--- src/hw/rtl/ik_pkg.sv ---
`default_nettype none

package ik_pkg;

    // Keying phases, in the encoding seen on the phase output
    typedef enum logic [2:0] {
        PH_IDLE   = 3'd0,
        PH_START  = 3'd1,
        PH_DIT    = 3'd2,
        PH_DITGAP = 3'd3,
        PH_DAH    = 3'd4,
        PH_DAHGAP = 3'd5,
        PH_END    = 3'd6
    } ik_phase_t;

    // Configuration register indexes
    typedef enum logic [1:0] {
        REG_WPM         = 2'd0,
        REG_START_DELAY = 2'd1,
        REG_END_DELAY   = 2'd2,
        REG_NONE        = 2'd3
    } ik_reg_t;

    localparam int CFG_DATA_W = 8;
    localparam int TICKS_W    = 10;
    localparam int DIT_W      = 8;

    localparam logic [5:0]       WPM_RESET         = 6'd20;
    localparam logic [DIT_W-1:0] DIT_TICKS_RESET   = 8'd60;
    localparam logic [7:0]       START_DELAY_RESET = 8'd10;
    localparam logic [7:0]       END_DELAY_RESET   = 8'd50;

    // 1200 / wpm with wpm clamped to 5..60
    localparam logic [DIT_W-1:0] DIT_TICKS_LUT [64] = '{
        8'd240, 8'd240, 8'd240, 8'd240, 8'd240, 8'd240, 8'd200, 8'd171,
        8'd150, 8'd133, 8'd120, 8'd109, 8'd100, 8'd92,  8'd85,  8'd80,
        8'd75,  8'd70,  8'd66,  8'd63,  8'd60,  8'd57,  8'd54,  8'd52,
        8'd50,  8'd48,  8'd46,  8'd44,  8'd42,  8'd41,  8'd40,  8'd38,
        8'd37,  8'd36,  8'd35,  8'd34,  8'd33,  8'd32,  8'd31,  8'd30,
        8'd30,  8'd29,  8'd28,  8'd27,  8'd27,  8'd26,  8'd26,  8'd25,
        8'd25,  8'd24,  8'd24,  8'd23,  8'd23,  8'd22,  8'd22,  8'd21,
        8'd21,  8'd21,  8'd20,  8'd20,  8'd20,  8'd20,  8'd20,  8'd20
    };

    typedef struct packed {
        logic dit_pressed;
        logic dah_pressed;
    } ik_in_t;

    typedef struct packed {
        logic       key_down;
        logic       tx_enable;
        logic [2:0] phase;
    } ik_out_t;

endpackage

`default_nettype wire

--- src/hw/rtl/iambic_keyer.sv ---
`default_nettype none

// Iambic Morse keyer. Each input transfer is one millisecond tick carrying the
// dit and dah paddle levels; each tick produces exactly one output transfer with
// key_down, tx_enable and the keying phase reached after that tick. The keyer
// runs start delay -> dit (one dit time) or dah (three dit times) -> gap of one
// dit time -> next element or end delay -> idle, alternating elements while
// both paddles are held; a dit pressed during a dah gap is remembered and sent
// next. Throughput is one tick per clock while in_stall is low: the phase/timer
// update is a single combinational step from the state registers into the
// output register. A one-entry skid register behind the output register lets
// a tick be taken while a result is still waiting, so in_stall rises only once
// both the output register and the skid entry hold a result. out_valid is
// registered. Writing words_per_minute looks the dit time
// (1200/wpm ms, wpm clamped to 5..60) up in a table; write registers only while
// no transfer is in flight. A running countdown is left alone, new values apply
// at the next timer load. Reset: 20 wpm (60 ms dit), start delay 10 ticks, end
// delay 50 ticks.
module iambic_keyer (
    input  wire logic                          clk,
    input  wire logic                          rst_n,
    input  wire logic                          cfg_write,
    input  wire logic [1:0]                    cfg_index,
    input  wire logic [ik_pkg::CFG_DATA_W-1:0] cfg_data,
    input  wire logic                          in_valid,
    output      logic                          in_stall,
    input  wire ik_pkg::ik_in_t                in_data,
    output      logic                          out_valid,
    input  wire logic                          out_stall,
    output      ik_pkg::ik_out_t               out_data
);
    import ik_pkg::*;

    // Configuration
    logic [DIT_W-1:0]   dit_ticks_reg;
    logic [7:0]         start_delay_reg;
    logic [7:0]         end_delay_reg;

    // Keying state
    ik_phase_t          phase_reg, phase_next;
    logic [TICKS_W-1:0] ticks_reg, ticks_next;
    logic               dit_mem_reg, dit_mem_next;

    // Output register plus skid entry
    ik_out_t            out_reg, skid_reg, result;
    logic               out_valid_reg, skid_valid_reg;

    logic               in_take, out_take, expired, dit, dah;
    logic [TICKS_W-1:0] ticks_dec, dit_time, dah_time;

    always_ff @(posedge clk or negedge rst_n)
    begin
        if (!rst_n)
        begin
            dit_ticks_reg   <= DIT_TICKS_RESET;
            start_delay_reg <= START_DELAY_RESET;
            end_delay_reg   <= END_DELAY_RESET;
        end
        else if (cfg_write)
        begin
            case (ik_reg_t'(cfg_index))
                REG_WPM:         dit_ticks_reg   <= DIT_TICKS_LUT[cfg_data[5:0]];
                REG_START_DELAY: start_delay_reg <= cfg_data;
                REG_END_DELAY:   end_delay_reg   <= cfg_data;
                default:         ;
            endcase
        end
    end

    assign dit       = in_data.dit_pressed;
    assign dah       = in_data.dah_pressed;
    assign expired   = (ticks_reg <= TICKS_W'(1));
    assign ticks_dec = expired ? '0 : ticks_reg - TICKS_W'(1);
    assign dit_time  = TICKS_W'(dit_ticks_reg);
    // 3 * dit = dit + 2 * dit, at most 720
    assign dah_time  = TICKS_W'(dit_ticks_reg) + {1'b0, dit_ticks_reg, 1'b0};

    // Next phase, timer and dit memory for one tick
    always_comb
    begin
        phase_next   = phase_reg;
        ticks_next   = ticks_reg;
        dit_mem_next = dit_mem_reg;
        case (phase_reg)
            PH_IDLE:
            begin
                if (dit || dah)
                begin
                    phase_next = PH_START;
                    ticks_next = TICKS_W'(start_delay_reg);
                end
            end
            PH_START:
            begin
                ticks_next = ticks_dec;
                if (expired)
                begin
                    if (dit)
                    begin
                        phase_next = PH_DIT;
                        ticks_next = dit_time;
                    end
                    else if (dah)
                    begin
                        phase_next = PH_DAH;
                        ticks_next = dah_time;
                    end
                    else
                    begin
                        phase_next = PH_IDLE;
                        ticks_next = '0;
                    end
                end
            end
            PH_DIT:
            begin
                ticks_next = ticks_dec;
                if (expired)
                begin
                    phase_next = PH_DITGAP;
                    ticks_next = dit_time;
                end
            end
            PH_DITGAP:
            begin
                ticks_next = ticks_dec;
                if (expired)
                begin
                    if (dah)
                    begin
                        phase_next = PH_DAH;
                        ticks_next = dah_time;
                    end
                    else if (dit)
                    begin
                        phase_next = PH_DIT;
                        ticks_next = dit_time;
                    end
                    else
                    begin
                        phase_next = PH_END;
                        ticks_next = TICKS_W'(end_delay_reg);
                    end
                end
            end
            PH_DAH:
            begin
                ticks_next = ticks_dec;
                if (expired)
                begin
                    phase_next = PH_DAHGAP;
                    ticks_next = dit_time;
                end
            end
            PH_DAHGAP:
            begin
                // dit presses accumulate over the whole gap
                dit_mem_next = dit_mem_reg | dit;
                ticks_next   = ticks_dec;
                if (expired)
                begin
                    if (dit_mem_reg || dit)
                    begin
                        dit_mem_next = 1'b0;
                        phase_next   = PH_DIT;
                        ticks_next   = dit_time;
                    end
                    else if (dah)
                    begin
                        phase_next = PH_DAH;
                        ticks_next = dah_time;
                    end
                    else
                    begin
                        phase_next = PH_END;
                        ticks_next = TICKS_W'(end_delay_reg);
                    end
                end
            end
            PH_END:
            begin
                ticks_next = ticks_dec;
                if (expired)
                begin
                    phase_next = PH_IDLE;
                    ticks_next = '0;
                end
                else if (dit || dah)
                begin
                    // re-press during end delay: short restart
                    phase_next = PH_START;
                    ticks_next = TICKS_W'(1);
                end
            end
            default:
            begin
                phase_next = PH_IDLE;
                ticks_next = '0;
            end
        endcase
    end

    // Result fields come from the phase after this tick
    always_comb
    begin
        result.phase     = phase_next;
        result.tx_enable = (phase_next != PH_IDLE);
        case (phase_next)
            PH_DIT, PH_DAH: result.key_down = 1'b1;
            default:        result.key_down = 1'b0;
        endcase
    end

    assign in_stall = skid_valid_reg;
    assign in_take  = in_valid && !skid_valid_reg;
    assign out_take = out_valid_reg && !out_stall;

    always_ff @(posedge clk or negedge rst_n)
    begin
        if (!rst_n)
        begin
            phase_reg   <= PH_IDLE;
            ticks_reg   <= '0;
            dit_mem_reg <= 1'b0;
        end
        else if (in_take)
        begin
            phase_reg   <= phase_next;
            ticks_reg   <= ticks_next;
            dit_mem_reg <= dit_mem_next;
        end
    end

    always_ff @(posedge clk or negedge rst_n)
    begin
        if (!rst_n)
        begin
            out_valid_reg  <= 1'b0;
            skid_valid_reg <= 1'b0;
        end
        else if (skid_valid_reg)
        begin
            if (out_take)
            begin
                skid_valid_reg <= 1'b0;
            end
        end
        else if (in_take)
        begin
            if (out_valid_reg && !out_take)
            begin
                skid_valid_reg <= 1'b1;
            end
            else
            begin
                out_valid_reg <= 1'b1;
            end
        end
        else if (out_take)
        begin
            out_valid_reg <= 1'b0;
        end
    end

    // Payload: skid drains into the output register first
    always_ff @(posedge clk)
    begin
        if (skid_valid_reg)
        begin
            if (out_take)
            begin
                out_reg <= skid_reg;
            end
        end
        else if (in_take)
        begin
            if (out_valid_reg && !out_take)
            begin
                skid_reg <= result;
            end
            else
            begin
                out_reg <= result;
            end
        end
    end

    assign out_valid = out_valid_reg;
    assign out_data  = out_reg;

endmodule

`default_nettype wire

--- config.mk ---
export PLATFORM = sky130hd
export DESIGN_NAME = iambic_keyer
export DESIGN_NICKNAME = d
export VERILOG_FILES = /design/src/hw/rtl/ik_pkg.sv /design/src/hw/rtl/iambic_keyer.sv
export SDC_FILE = /design/constraint.sdc
export NUM_CORES = 1
export LEC_CHECK = 0
export BUFFER_PORTS_ARGS = -buffer_cell sky130_fd_sc_hd__clkbuf_2
export CORE_ASPECT_RATIO = 0.75
export CORE_MARGIN = 5
export CORE_UTILIZATION = 60
export CTS_BUF_LIST = sky130_fd_sc_hd__clkbuf_8
export CTS_CLUSTER_SIZE = 25
export DETAILED_ROUTE_END_ITERATION = 6
export PLACE_DENSITY = 0.79
export SLEW_MARGIN = 20
export SYNTH_ARGS = -nofsm -noshare
export SYNTH_HDL_FRONTEND = slang
export SYNTH_SLANG_ARGS = --single-unit
--- constraint.sdc ---
create_clock -name clk -period 6.6 [get_ports clk]
set_input_delay 0.33 -clock clk [delete_from_list [all_inputs] [get_ports clk]]
set_output_delay 0.33 -clock clk [all_outputs]
set_load 0.02 [all_outputs]
; Word level (Yosys, flattened, before mapping)
; Memories as Yosys holds them, arrays and structs flattened. A register that Yosys moved wholly into a read port is not among the register bits.
; Cells that the tools add are included.
[totals]
register_bits = 42
latchBits = 0
ramBits = 0
romBits = 512
inputBits = 17
out_inout_bits = 7
mem_count = 1
[mem_list]
columns = memory, depth, width, rd, rd_ports_with_merged_regs, write_ports, line
row1 = (no name shown), 64, 8, 1, 1, 0, iambic_keyer.sv:62  ; REG_WPM: dit_ticks_reg <= DIT_TICKS_LUT[cfg_data[5:0]];
[classes]
add_sub_neg = 2
mul = 0
div_mod_pow = 0
magnitude_cmp = 1
eq_ne = 14
shift = 0
mux = 42
bitwise_logic = 3
n_reduce_logical = 24
[ops]
columns = operator, count
row1 = $mux 10, 12
row2 = $pmux 10 s6, 1
row3 = $mux 3, 12
row4 = $pmux 3 s7, 1
row5 = $mux 5, 4
row6 = $eq 3x3->1 const B, 4
row7 = $add 8x9->10, 1
row8 = $le 10x1->1 const B, 1
row9 = $mux 1, 10
row10 = $reduce_and 2->1, 5
row11 = $sub 10x1->10 const B, 1
row12 = $eq 3x2->1 const B, 3
row13 = $reduce_and 3->1, 3
row14 = $mux 8, 1
row15 = $not 6->7, 1
row16 = $ne 2x2->1 const B, 3
row17 = $logic_not 1->1, 4
row18 = $reduce_bool 2->1, 2
row19 = $reduce_or 2->1, 2
row20 = $eq 3x1->1 const B, 1
row21 = $logic_and 1x1->1, 3
row22 = $logic_not 3->1, 1
row23 = $reduce_bool 3->1, 1
row24 = $eq 2x1->1 const B, 1
row25 = other kinds (7), 8

; Depth between registers and ports, before layout
; Gate-level depths: netlist of the first run.
[depth]
word_depth = 10
mapped_depth = 10
ltp_nobuf = 9

; Worst setup path before layout of the first run
; OpenSTA, ideal clock, no wires.
[synth_path]
path_type = flip-flop to flip-flop
start = register dit_ticks_reg[1]
end = register ticks_reg[7]
setup_time_ns = 0.069
arrival_ns = 2.195
t_required_ns = 6.531
slack_ns = 4.336
stages_incl_launch_ff = 10
n_path_buf = 0
period_less_slack_ns = 2.264
cell_sequence = dfrtp_1 -> ha_1 -> inv_1 -> fa_1 -> nor2b_1 -> o31a_1 -> o21ai_0 -> and4bb_2 -> or4_1 -> nand3_1
[synth_via]
elab_chain_len = 5
word_cells_on_any_way = 10
classes_between = add/sub (1) / mux (9)
[synth_rtl]
columns = item, line
row1 = "start, declared", iambic_keyer.sv:35  ; logic [DIT_W-1:0] dit_ticks_reg;
row2 = $add 8x9->10 (*), iambic_keyer.sv:76  ; assign dah_time = TICKS_W'(dit_ticks_reg) + {1'b0, dit_ticks_reg, 1'b0};
row3 = "$mux 10, on equally long branches", "iambic_keyer.sv:168, iambic_keyer.sv:103"
row4 = "$mux 10, on equally long branches", "iambic_keyer.sv:162, iambic_keyer.sv:98"
row5 = "$mux 10, on equally long branches", "iambic_keyer.sv:160, iambic_keyer.sv:96"
row6 = $pmux 10 s6 (*), iambic_keyer.sv:84  ; case (phase_reg)
row7 = "end signal, assigned", iambic_keyer.sv:229  ; ticks_reg <= ticks_next;
row8 = "end, declared", iambic_keyer.sv:41  ; logic [TICKS_W-1:0] ticks_reg, ticks_next;
; Every way passes the cells marked *; elsewhere a longest branch is shown, timed or not.
; A chain may end at the register's enable or synchronous reset.

; Worst setup path after layout of the first run
[layout_path]
start = register dit_ticks_reg[1]
end = register ticks_reg[9]
; The elaborated chain is that of the path after synthesis.

==> results of run 1 <==
==> cell usage in the layout, fill, tap and decap left out, types with 5 or more instances in the layout <==
cell,synthesis,final
sky130_fd_sc_hd__o22ai_1,7,7
sky130_fd_sc_hd__edfxtp_1,10,10
sky130_fd_sc_hd__dfrtp_1,31,31
sky130_fd_sc_hd__nand3_1,11,11
sky130_fd_sc_hd__a31oi_1,9,9
sky130_fd_sc_hd__a211oi_1,6,6
sky130_fd_sc_hd__mux2_2,16,16
sky130_fd_sc_hd__clkbuf_2,1,22
sky130_fd_sc_hd__o211ai_1,6,6
sky130_fd_sc_hd__dfstp_2,9,9
sky130_fd_sc_hd__nor2b_1,6,6
sky130_fd_sc_hd__xnor2_1,6,6
sky130_fd_sc_hd__a21boi_0,5,5
sky130_fd_sc_hd__nor2_1,36,36
sky130_fd_sc_hd__nand2b_1,14,14
sky130_fd_sc_hd__or3_1,6,6
sky130_fd_sc_hd__mux2i_1,5,5
sky130_fd_sc_hd__nand2_1,55,55
sky130_fd_sc_hd__clkbuf_8,2,5
sky130_fd_sc_hd__inv_1,23,23
sky130_fd_sc_hd__ha_1,18,18
sky130_fd_sc_hd__a32oi_1,5,5
sky130_fd_sc_hd__o21ai_0,47,47
sky130_fd_sc_hd__a22oi_1,5,5
sky130_fd_sc_hd__a311oi_1,5,5
sky130_fd_sc_hd__a21oi_1,45,45
sky130_fd_sc_hd__nor3_1,8,7
==> worst paths after layout <==
check	depth (start not counted)	end	slack [ns]
max in group asynchronous	1	dit_ticks_reg[7]$_DFFE_PN0P_	5.88
worst max register to register	9	ticks_reg[9]$_DFFE_PN0P_	3.71
worst min register to register	2	start_delay_reg[1]$_DFFE_PN1P_	0.51
min in group clk	2	start_delay_reg[7]$_DFFE_PN0P_	0.25
worst max-delay path	9	ticks_reg[9]$_DFFE_PN0P_	3.71
worst min-delay path	1	in_stall$_DFF_PN0_	0.14
==> layer usage <==
metal | GRT usage, % | part of all wire [%] | up-vias | wire length [um]
met2 | 37.1 | 40 | 294 | 5190
met1 | 47.9 | 46 | 1986 | 5920
met3 | 7.29 | 13 | 21 | 1670
met4 | 4.82 | 0.96 | 0 | 124
li1 | - | - | 1944 | -
met5 | 0 | 0 | - | 0
==> area by class of cell <==
cell class | instances | area (sq um)
inverters | 24 | 90.1
repair buffers | 27 | 145
fillers | 599 | 2400
clock buffers | 5 | 68.8
clock inverters | 3 | 45.0
multi-input cells | 411 | 2710
well taps | 98 | 123
flip-flops and latches | 50 | 1310
==> cells by family after synthesis <==
family | after synthesis | share of synthesized area (%)
simple gates | 166 | 19.8
fa+ha+maj | 19 | 5.72
flops | 50 | 30.6
buf+inv | 60 | 6.24
mux | 21 | 5.37
compound gates | 197 | 30.7
xor+xnor | 8 | 1.63
==> through the flow <==
stage               util (%)  power, mW  setup WS (ns)  hold WS [ns]
finish                  65.2       1.84           3.71         0.138
global route            65.2       1.96           3.71         0.219
CTS                     65.1       1.80           3.60         0.210
detailed placement      63.5       1.58           3.61         0.493
global placement        63.5       1.56           3.66         0.483
floorplan                  -       1.31           4.34        0.0344
==> worst reg2reg max path: stages (launching register included) <==
cell	delay, ns
sky130_fd_sc_hd__dfrtp_1	0.45
sky130_fd_sc_hd__ha_1	0.22
sky130_fd_sc_hd__inv_1	0.06
sky130_fd_sc_hd__fa_1	0.40
sky130_fd_sc_hd__nor2b_1	0.16
sky130_fd_sc_hd__o31a_1	0.21
sky130_fd_sc_hd__o21ai_0	0.16
sky130_fd_sc_hd__a2111oi_0	0.90
sky130_fd_sc_hd__o21ai_0	0.16
sky130_fd_sc_hd__o21ai_0	0.11
==> power by group through the flow <==
stage / sequential [mW] / combinational, mW / clock, mW
2_1_floorplan: 0.537 / 0.774 / 0
3_3_place_gp: 0.548 / 1.01 / 0
3_5_place_dp: 0.555 / 1.02 / 0
4_1_cts: 0.548 / 1.03 / 0.225
5_1_grt: 0.563 / 1.16 / 0.237
6_report: 0.552 / 1.07 / 0.226
==> out/qor.txt, run 1 <==
OUTCOME
-----------------------------------------------------------------------------------------
Outcome ....................................................................    completed

DIE
-----------------------------------------------------------------------------------------
Die width ..................................................................       108 um
Initial core utilization ...................................................        62.2%
Io pins ....................................................................           24
DIE HEIGHT .................................................................      83.2 um
Rows .......................................................................           26
Core ar. ...................................................................   6900 sq um
DIE AREA ...................................................................   8950 sq um

CLOCK NETWORK
-----------------------------------------------------------------------------------------
Clk Tree Root Cell ......................................................... sky130_fd_sc_hd__clkbuf_8
Clock tree from TritonCTS ..................................................         done
# H-tree levels ............................................................            2
Buffers inserted by post-CTS timing repair .................................            0
Clock Pin Slew Worst Setup and Hold Paths ..................................      0.10 ns
Maximum buffer depth of the clock tree .....................................            2
CTS sink count .............................................................           50
Number of gates resized after CTS ..........................................            0
TritonCTS Buffers ..........................................................            5
Clock latency reported for the late side of the worst-skew pair ............      0.31 ns
Count of hold-fix buffers inserted at cts ..................................            0

SYNTHESIS
-----------------------------------------------------------------------------------------
Top_reg_cell synth ......................................................... sky130_fd_sc_hd__dfrtp_1
Number of enable-type register cells in the synthesized netlist ............           10
Average cell area after synthesis ..........................................   8.23 sq um
Post-synth top area cell ................................................... sky130_fd_sc_hd__dfrtp_1
Post-synth top area share ..................................................        18.1%
Distinct cell type count of the synthesized netlist ........................           78
Number of nets in the synthesized netlist ..................................          557
Top cells by area, synth ................................................... sky130_fd_sc_hd__dfrtp_1 18%, sky130_fd_sc_hd__edfxtp_1 7.0%, sky130_fd_sc_hd__dfstp_2 5.5%
Post-Syn Area ..............................................................   4290 sq um
Synthesis Warnings .........................................................            0
Sequential area share after synthesis ......................................        30.6%
Cell types with the highest counts after synthesis ......................... 55 x sky130_fd_sc_hd__nand2_1, 47 x sky130_fd_sc_hd__o21ai_0, 45 x sky130_fd_sc_hd__a21oi_1, 36 x sky130_fd_sc_hd__nor2_1, 31 x sky130_fd_sc_hd__dfrtp_1
Synthesis-stage register bit count .........................................           50
Post-Synthesis Cells .......................................................          521
Proportion of register bits with asynchronous set or reset after synthesis .        80.0%
Most used standard cell by instance count after synthesis .................. sky130_fd_sc_hd__nand2_1

ROUTING
-----------------------------------------------------------------------------------------
Drt drc ....................................................................            0
Avg WL per Cell ............................................................      20.9 um
First-pass iteration count of the detailed router ..........................            6
Routed wire length .........................................................    12,900 um
Via-per-instance ratio .....................................................         6.87
ANT nets after route .......................................................            0
Initial DRC count ..........................................................          522
Via count ..................................................................        4,245

CRITICAL PATH
-----------------------------------------------------------------------------------------
Endpoint arrival time on the critical path .................................      3.14 ns
Maximum single-stage delay on the critical path ............................      0.90 ns
CP max stage cell .......................................................... sky130_fd_sc_hd__a2111oi_0
Worst Path Class, Setup ....................................................   reg -> reg
Critical path peak fanout ..................................................            6
Startpoint class of the critical path ......................................    flip-flop
Top delay family on crit path .............................................. compound AO/OA/AOI/OAI gates
Worst flop-to-flop path startpoint ......................................... dit_ticks_reg[1]$_DFFE_PN0P_
Data required time of the worst path .......................................      6.84 ns
Worst setup EP type ........................................................    flip-flop
Cell-by-cell listing of the critical path .................................. ha_1 -> inv_1 -> fa_1 -> nor2b_1 -> o31a_1 -> o21ai_0 -> a2111oi_0 -> o21ai_0 -> o21ai_0
Total buffers and inverters traversed by the critical path .................            1
Critical path origin ....................................................... dit_ticks_reg[1]$_DFFE_PN0P_
Critical Path Most Common Cell ............................................. sky130_fd_sc_hd__o21ai_0

GLOBAL ROUTE
-----------------------------------------------------------------------------------------
First-pass GRT wire length .................................................    20,500 um
Vias in the first global route .............................................        3,690
Overall overflow remaining after global route ..............................            0
Number of antenna violations at the first check in global routing ..........            0
Overall track demand over capacity in global routing .......................        28.9%
Maximum number of pins on one net before global-route repair ...............           41

POWER AND IR DROP
-----------------------------------------------------------------------------------------
Ratio of total power to cell area ..........................................  410 nW/um^2
VDD IR-drop max ............................................................     0.323 mV
Flop pwr share .............................................................        29.9%
Leak pwr ...................................................................      1.78 nW
Internal cell power ........................................................     0.945 mW
Clock network fraction of total power ......................................        12.2%
Combinational group share of total power ...................................        57.8%
Switching Share ............................................................        48.8%
Net switching power of the design ..........................................     0.899 mW

TIMING
-----------------------------------------------------------------------------------------
Period utilization .........................................................        43.8%
Worst Skew .................................................................    0.0126 ns
Final hold violation count .................................................            0
Transition at the pin with the smallest max-transition slack ...............      1.01 ns
Highest clock rate .........................................................    0.346 GHz
Shortest period the worst path allows ......................................      2.89 ns
Final number of setup-violating endpoints ..................................            0
Remaining max-slew budget at the tightest pin ..............................        32.4%
Final Max Tran Viols .......................................................            0
RSZ-0062 raised after global routing .......................................        false
TNS Setup ..................................................................         0 ns

PLACE
-----------------------------------------------------------------------------------------
Area of placed instances ...................................................   4380 sq um
Count of input and output buffers ..........................................           23
# placed instances .........................................................          610
Gpl congestion .............................................................        0.986
DP HPWL ....................................................................      9530 um

WORST HOLD PATH
-----------------------------------------------------------------------------------------
Worst min path class .......................................................  in -> async

LAYOUT
-----------------------------------------------------------------------------------------
Count of nets after finishing ..............................................          555
Final non-filler cell area .................................................   4500 sq um
Number of flip-flops under the largest register name .......................           10
Area delta synth->final ....................................................        4.87%
Diode insertion count for antenna repair ...................................            0
Number of standard cells in the final layout excluding fillers .............          618
Ratio of cells with drive above 1 in the final layout ......................        15.2%

FLOW RUN
-----------------------------------------------------------------------------------------
Number of max-cap violations ...............................................            0

No activity file was read; power rests on OpenSTA's default activity.
==> inputs of run 2 (changes only) <==
--- a/config.mk
+++ b/config.mk
@@ -5,10 +5,11 @@
 export SDC_FILE = /design/constraint.sdc
 export NUM_CORES = 1
 export LEC_CHECK = 0
+export ABC_AREA = 1
 export BUFFER_PORTS_ARGS = -buffer_cell sky130_fd_sc_hd__clkbuf_2
 export CORE_ASPECT_RATIO = 0.75
 export CORE_MARGIN = 5
-export CORE_UTILIZATION = 60
+export CORE_UTILIZATION = 58
 export CTS_BUF_LIST = sky130_fd_sc_hd__clkbuf_8
 export CTS_CLUSTER_SIZE = 25
 export DETAILED_ROUTE_END_ITERATION = 6
==> constraint.sdc (replaced) <==
create_clock -name clk -period 2.4 [get_ports clk]
set_input_delay 0.12 -clock clk [delete_from_list [all_inputs] [get_ports clk]]
set_output_delay 0.12 -clock clk [all_outputs]
set_load 0.02 [all_outputs]
==> run 2 against run 1 <==
Global-route usage is 0.91 points lower. Hold slack worse by 0.075 ns. Setup slack worse by 3.6 ns. Combinational power grew to 3.0 times the previous value. Critical path depth is 3 higher.
==> out/qor.txt, run 2 <==
GLOBAL ROUTE
-----------------------------------------------------------------------------------------
First-pass GRT wire length .................................................    20,300 um   was 20,500 um
Overall track demand over capacity in global routing .......................        28.0%   was 28.9%
Overall overflow remaining after global route ..............................            0   unchanged
Vias in the first global route .............................................        4,081   was 3,690
Maximum number of pins on one net before global-route repair ...............           40   was 41
Number of antenna violations at the first check in global routing ..........            0   unchanged

SYNTHESIS
-----------------------------------------------------------------------------------------
Sequential area share after synthesis ......................................        31.5%   was 30.6%
Post-synth top area cell ................................................... sky130_fd_sc_hd__dfrtp_1   unchanged
Complex-gate fraction of the synthesized area ..............................        17.0%   was 30.7%
Cell types with the highest counts after synthesis ......................... 193 x sky130_fd_sc_hd__nand2_1, 78 x sky130_fd_sc_hd__inv_1, 62 x sky130_fd_sc_hd__o21ai_0, 55 x sky130_fd_sc_hd__nor2_1, 43 x sky130_fd_sc_hd__nand3_1   was 55 x sky130_fd_sc_hd__nand2_1, 47 x sky130_fd_sc_hd__o21ai_0, 45 x sky130_fd_sc_hd__a21oi_1, 36 x sky130_fd_sc_hd__nor2_1, 31 x sky130_fd_sc_hd__dfrtp_1
Post-Synthesis Cells .......................................................          630   was 521
Post-Synth Adder-Cell Area .................................................        5.88%   was 5.72%
Average cell area after synthesis ..........................................   6.62 sq um   was 8.23 sq um
Top_reg_cell synth ......................................................... sky130_fd_sc_hd__dfrtp_1   unchanged
Synthesis-stage register bit count .........................................           50   unchanged
Distinct cell type count of the synthesized netlist ........................           46   was 78
Most used standard cell by instance count after synthesis .................. sky130_fd_sc_hd__nand2_1   unchanged
Post-Syn Area ..............................................................   4170 sq um   was 4290 sq um
Post-synthesis simple-gate area fraction ...................................        34.7%   was 19.8%
Top cells by area, synth ................................................... sky130_fd_sc_hd__dfrtp_1 19%, sky130_fd_sc_hd__nand2_1 17%, sky130_fd_sc_hd__o21ai_0 7.4%   was sky130_fd_sc_hd__dfrtp_1 18%, sky130_fd_sc_hd__edfxtp_1 7.0%, sky130_fd_sc_hd__dfstp_2 5.5%
Proportion of register bits with asynchronous set or reset after synthesis .        80.0%   unchanged
Number of enable-type register cells in the synthesized netlist ............           10   unchanged
Post-synth top area share ..................................................        18.6%   was 18.1%
Synthesis Warnings .........................................................            0   unchanged
Area share of xor/xnor cells in the synthesized design .....................        1.47%   was 1.63%
Main combinational cell family by area after synthesis ..................... simple AND/OR/NAND/NOR gates   was compound AO/OA/AOI/OAI gates
Number of nets in the synthesized netlist ..................................          666   was 557
Proportion of synthesized area in mux cells ................................           0%   was 5.37%

TIMING
-----------------------------------------------------------------------------------------
Remaining max-slew budget at the tightest pin ..............................        38.7%   was 32.4%
Period utilization .........................................................        95.5%   was 43.8%
Highest clock rate .........................................................    0.436 GHz   was 0.346 GHz
Worst Skew .................................................................    0.0155 ns   was 0.0126 ns
Final hold violation count .................................................            0   unchanged
Shortest period the worst path allows ......................................      2.29 ns   was 2.89 ns
Final Max Tran Viols .......................................................            0   unchanged
Final number of setup-violating endpoints ..................................            0   unchanged
Transition at the pin with the smallest max-transition slack ...............     0.919 ns   was 1.01 ns

POWER AND IR DROP
-----------------------------------------------------------------------------------------
Final Power ................................................................      5.14 mW   was 1.84 mW
Leak pwr ...................................................................      2.29 nW   was 1.78 nW
VDD IR-drop max ............................................................     0.749 mV   was 0.323 mV
Ratio of total power to cell area .......................................... 1120 nW/um^2   was 410 nW/um^2

CLOCK NETWORK
-----------------------------------------------------------------------------------------
Clock Pin Slew Worst Setup and Hold Paths ..................................      0.10 ns   about the same
CTS sink count .............................................................           50   unchanged
Clock tree from TritonCTS ..................................................         done   unchanged
TritonCTS Buffers ..........................................................            5   unchanged
Clock latency reported for the late side of the worst-skew pair ............      0.32 ns   was 0.31 ns
# H-tree levels ............................................................            2   unchanged
Maximum buffer depth of the clock tree .....................................            2   unchanged
Clk Tree Root Cell ......................................................... sky130_fd_sc_hd__clkbuf_8   unchanged

DIE
-----------------------------------------------------------------------------------------
Io pins ....................................................................           24   unchanged
DIE AREA ...................................................................   9000 sq um   was 8950 sq um
Core ar. ...................................................................   6900 sq um   unchanged
DIE HEIGHT .................................................................      83.4 um   was 83.2 um
Initial core utilization ...................................................        60.4%   was 62.2%
Rows .......................................................................           26   unchanged
Die width ..................................................................       108 um   about the same

ROUTING
-----------------------------------------------------------------------------------------
Routed wire length .........................................................    12,600 um   was 12,900 um
Avg WL per Cell ............................................................      16.5 um   was 20.9 um
ANT nets after route .......................................................            0   unchanged
First-pass iteration count of the detailed router ..........................            6   unchanged
Via-per-instance ratio .....................................................         5.86   was 6.87
Via count ..................................................................        4,469   was 4,245
Drt drc ....................................................................            0   unchanged
Initial DRC count ..........................................................          462   was 522

PLACE
-----------------------------------------------------------------------------------------
DP HPWL ....................................................................      9740 um   was 9530 um
Gpl congestion .............................................................         1.02   was 0.986
Count of input and output buffers ..........................................           23   unchanged
# placed instances .........................................................          745   was 610

LAYOUT
-----------------------------------------------------------------------------------------
Number of standard cells in the final layout excluding fillers .............          763   was 618
Diode insertion count for antenna repair ...................................            0   unchanged
Area of the multi-input gates ..............................................   2500 sq um   was 2710 sq um
Number of flip-flops under the largest register name .......................           10   unchanged
Number of filler cells placed in the layout ................................          661   was 599
Most common cell after layout, fill and taps aside ......................... sky130_fd_sc_hd__nand2_1   unchanged
Count of nets after finishing ..............................................          700   was 555
Most used cells in the layout excluding fill and tap cells ................. 191 x sky130_fd_sc_hd__nand2_1, 77 x sky130_fd_sc_hd__inv_1, 58 x sky130_fd_sc_hd__o21ai_0, 55 x sky130_fd_sc_hd__nor2_1, 43 x sky130_fd_sc_hd__nand3_1   was 55 x sky130_fd_sc_hd__nand2_1, 47 x sky130_fd_sc_hd__o21ai_0, 45 x sky130_fd_sc_hd__a21oi_1, 36 x sky130_fd_sc_hd__nor2_1, 31 x sky130_fd_sc_hd__dfrtp_1
Area delta synth->final ....................................................        10.2%   was 4.87%
Register Area ..............................................................   1310 sq um   unchanged
Ratio of cells with drive above 1 in the final layout ......................        14.4%   was 15.2%

CRITICAL PATH
-----------------------------------------------------------------------------------------
Cell-by-cell listing of the critical path .................................. inv_1 -> ha_2 -> inv_1 -> nand2_1 -> nand3_4 -> nor2_4 -> nand2_2 -> nand2_1 -> nand3b_1 -> a21oi_4 -> nand2_2 -> and2_1   was ha_1 -> inv_1 -> fa_1 -> nor2b_1 -> o31a_1 -> o21ai_0 -> a2111oi_0 -> o21ai_0 -> o21ai_0
Worst Path Class, Setup ....................................................   reg -> reg   unchanged
CP max stage cell .......................................................... sky130_fd_sc_hd__dfrtp_1   was sky130_fd_sc_hd__a2111oi_0
Critical path peak fanout ..................................................            5   was 6
Maximum single-stage delay on the critical path ............................      0.41 ns   was 0.90 ns
Worst setup EP type ........................................................    flip-flop   unchanged
Endpoint arrival time on the critical path .................................      2.37 ns   was 3.14 ns
Data required time of the worst path .......................................      2.48 ns   was 6.84 ns
Startpoint class of the critical path ......................................    flip-flop   unchanged

FLOW RUN
-----------------------------------------------------------------------------------------
Number of max-cap violations ...............................................            0   unchanged

OUTCOME
-----------------------------------------------------------------------------------------
Outcome ....................................................................    completed   unchanged

WORST HOLD PATH
-----------------------------------------------------------------------------------------
Worst min path class .......................................................    in -> reg   was in -> async

run 2: cell types whose count changed after synthesis, moves of 16 or more:
cell,previous run,this run
sky130_fd_sc_hd__nor2_1,36,55
sky130_fd_sc_hd__mux2_2,16,0
sky130_fd_sc_hd__inv_1,23,78
sky130_fd_sc_hd__nand2_1,55,193
sky130_fd_sc_hd__a21oi_1,45,26
sky130_fd_sc_hd__nand3_1,11,43
run 2: through the flow:
step	TNS (ns)	worst slack [ns]	hold WS (ns)	cell area (sq um)	utilization, %
after global routing	-0.0545	-0.0186	0.0768	4600	66.6
after global placement	0	0.157	0.338	4400	63.8
final	0	0.108	0.0638	4600	66.6
after CTS	0	0.0335	0.0612	4490	65.2
after detailed placement	0	0.0571	0.344	4400	63.8
after floorplan	0	0.449	-0.176	4170	-
run 2: report_power, final:
part	internal (mW)	switching, mW
Clock	0.199	0.296
Combinational	1.06	2.16
Sequential	1.19	0.234
Total	2.45	2.69
run 2: kinds of logic (layout without fill, tap and decap cells):
group | count (synthesis) | count (layout)
AND/OR/NAND/NOR | 331 | 332
AO/OA/AOI/OAI | 123 | 123
buffers and inverters | 100 | 134
flip-flops | 50 | 50
adder cells (fa/ha/maj) | 19 | 19
XOR/XNOR | 7 | 7
run 2: per-layer routing:
| layer | vias to the layer above | wire length, um | global-route usage [%] |
|---|---|---|---|
| li1 | 2144 | - | - |
| met1 | 2023 | 5540 | 41.4 |
| met2 | 274 | 5200 | 39.7 |
| met3 | 28 | 1630 | 8.29 |
| met4 | 0 | 221 | 6.88 |
| met5 | - | 0 | 0 |
run 2: cell type report:
cell class | count | share of cell area (%)
Multi-Input combinational cell | 481 | 54.5
Tap cell | 98 | 2.67
Inverter | 85 | 7.00
Sequential cell | 50 | 28.6
Timing Repair Buffer | 41 | 5.50
Clock buffer | 5 | 1.50
Clock inverter | 3 | 0.327
run 2: critical path, delay by kind of cell, from the launching register on:
family | cells | cell delay (ns)
fa+ha+maj | 1 | 0.21
flops | 1 | 0.41
compound gates | 1 | 0.25
simple gates | 8 | 1.02
buf+inv | 2 | 0.17
run 2: path summary, 6_finish.rpt:
check / start / to / slack (ns) / cells past startpoint
setup reg to reg: ticks_reg[0]$_DFFE_PN0P_ / skid_reg[4]$_DFFE_PP_ / 0.11 / 12
min in group asynchronous: rst_n / start_delay_reg[5]$_DFFE_PN0P_ / 0.48 / 2
hold / removal: cfg_data[7] / start_delay_reg[7]$_DFFE_PN0P_ / 0.06 / 3
setup / recovery: ticks_reg[0]$_DFFE_PN0P_ / skid_reg[4]$_DFFE_PP_ / 0.11 / 12
max in group asynchronous: rst_n / end_delay_reg[1]$_DFFE_PN1P_ / 1.24 / 3
hold reg to reg: start_delay_reg[1]$_DFFE_PN1P_ / start_delay_reg[1]$_DFFE_PN1P_ / 0.50 / 2
run 2: what timing repair did:
item	4_1_cts	5_1_grt
endpoints found under the setup margin	0	16
hold buffers	1	0
gates resized for setup	0	16
setup buffers	0	8
hold endpoints to repair	3	0
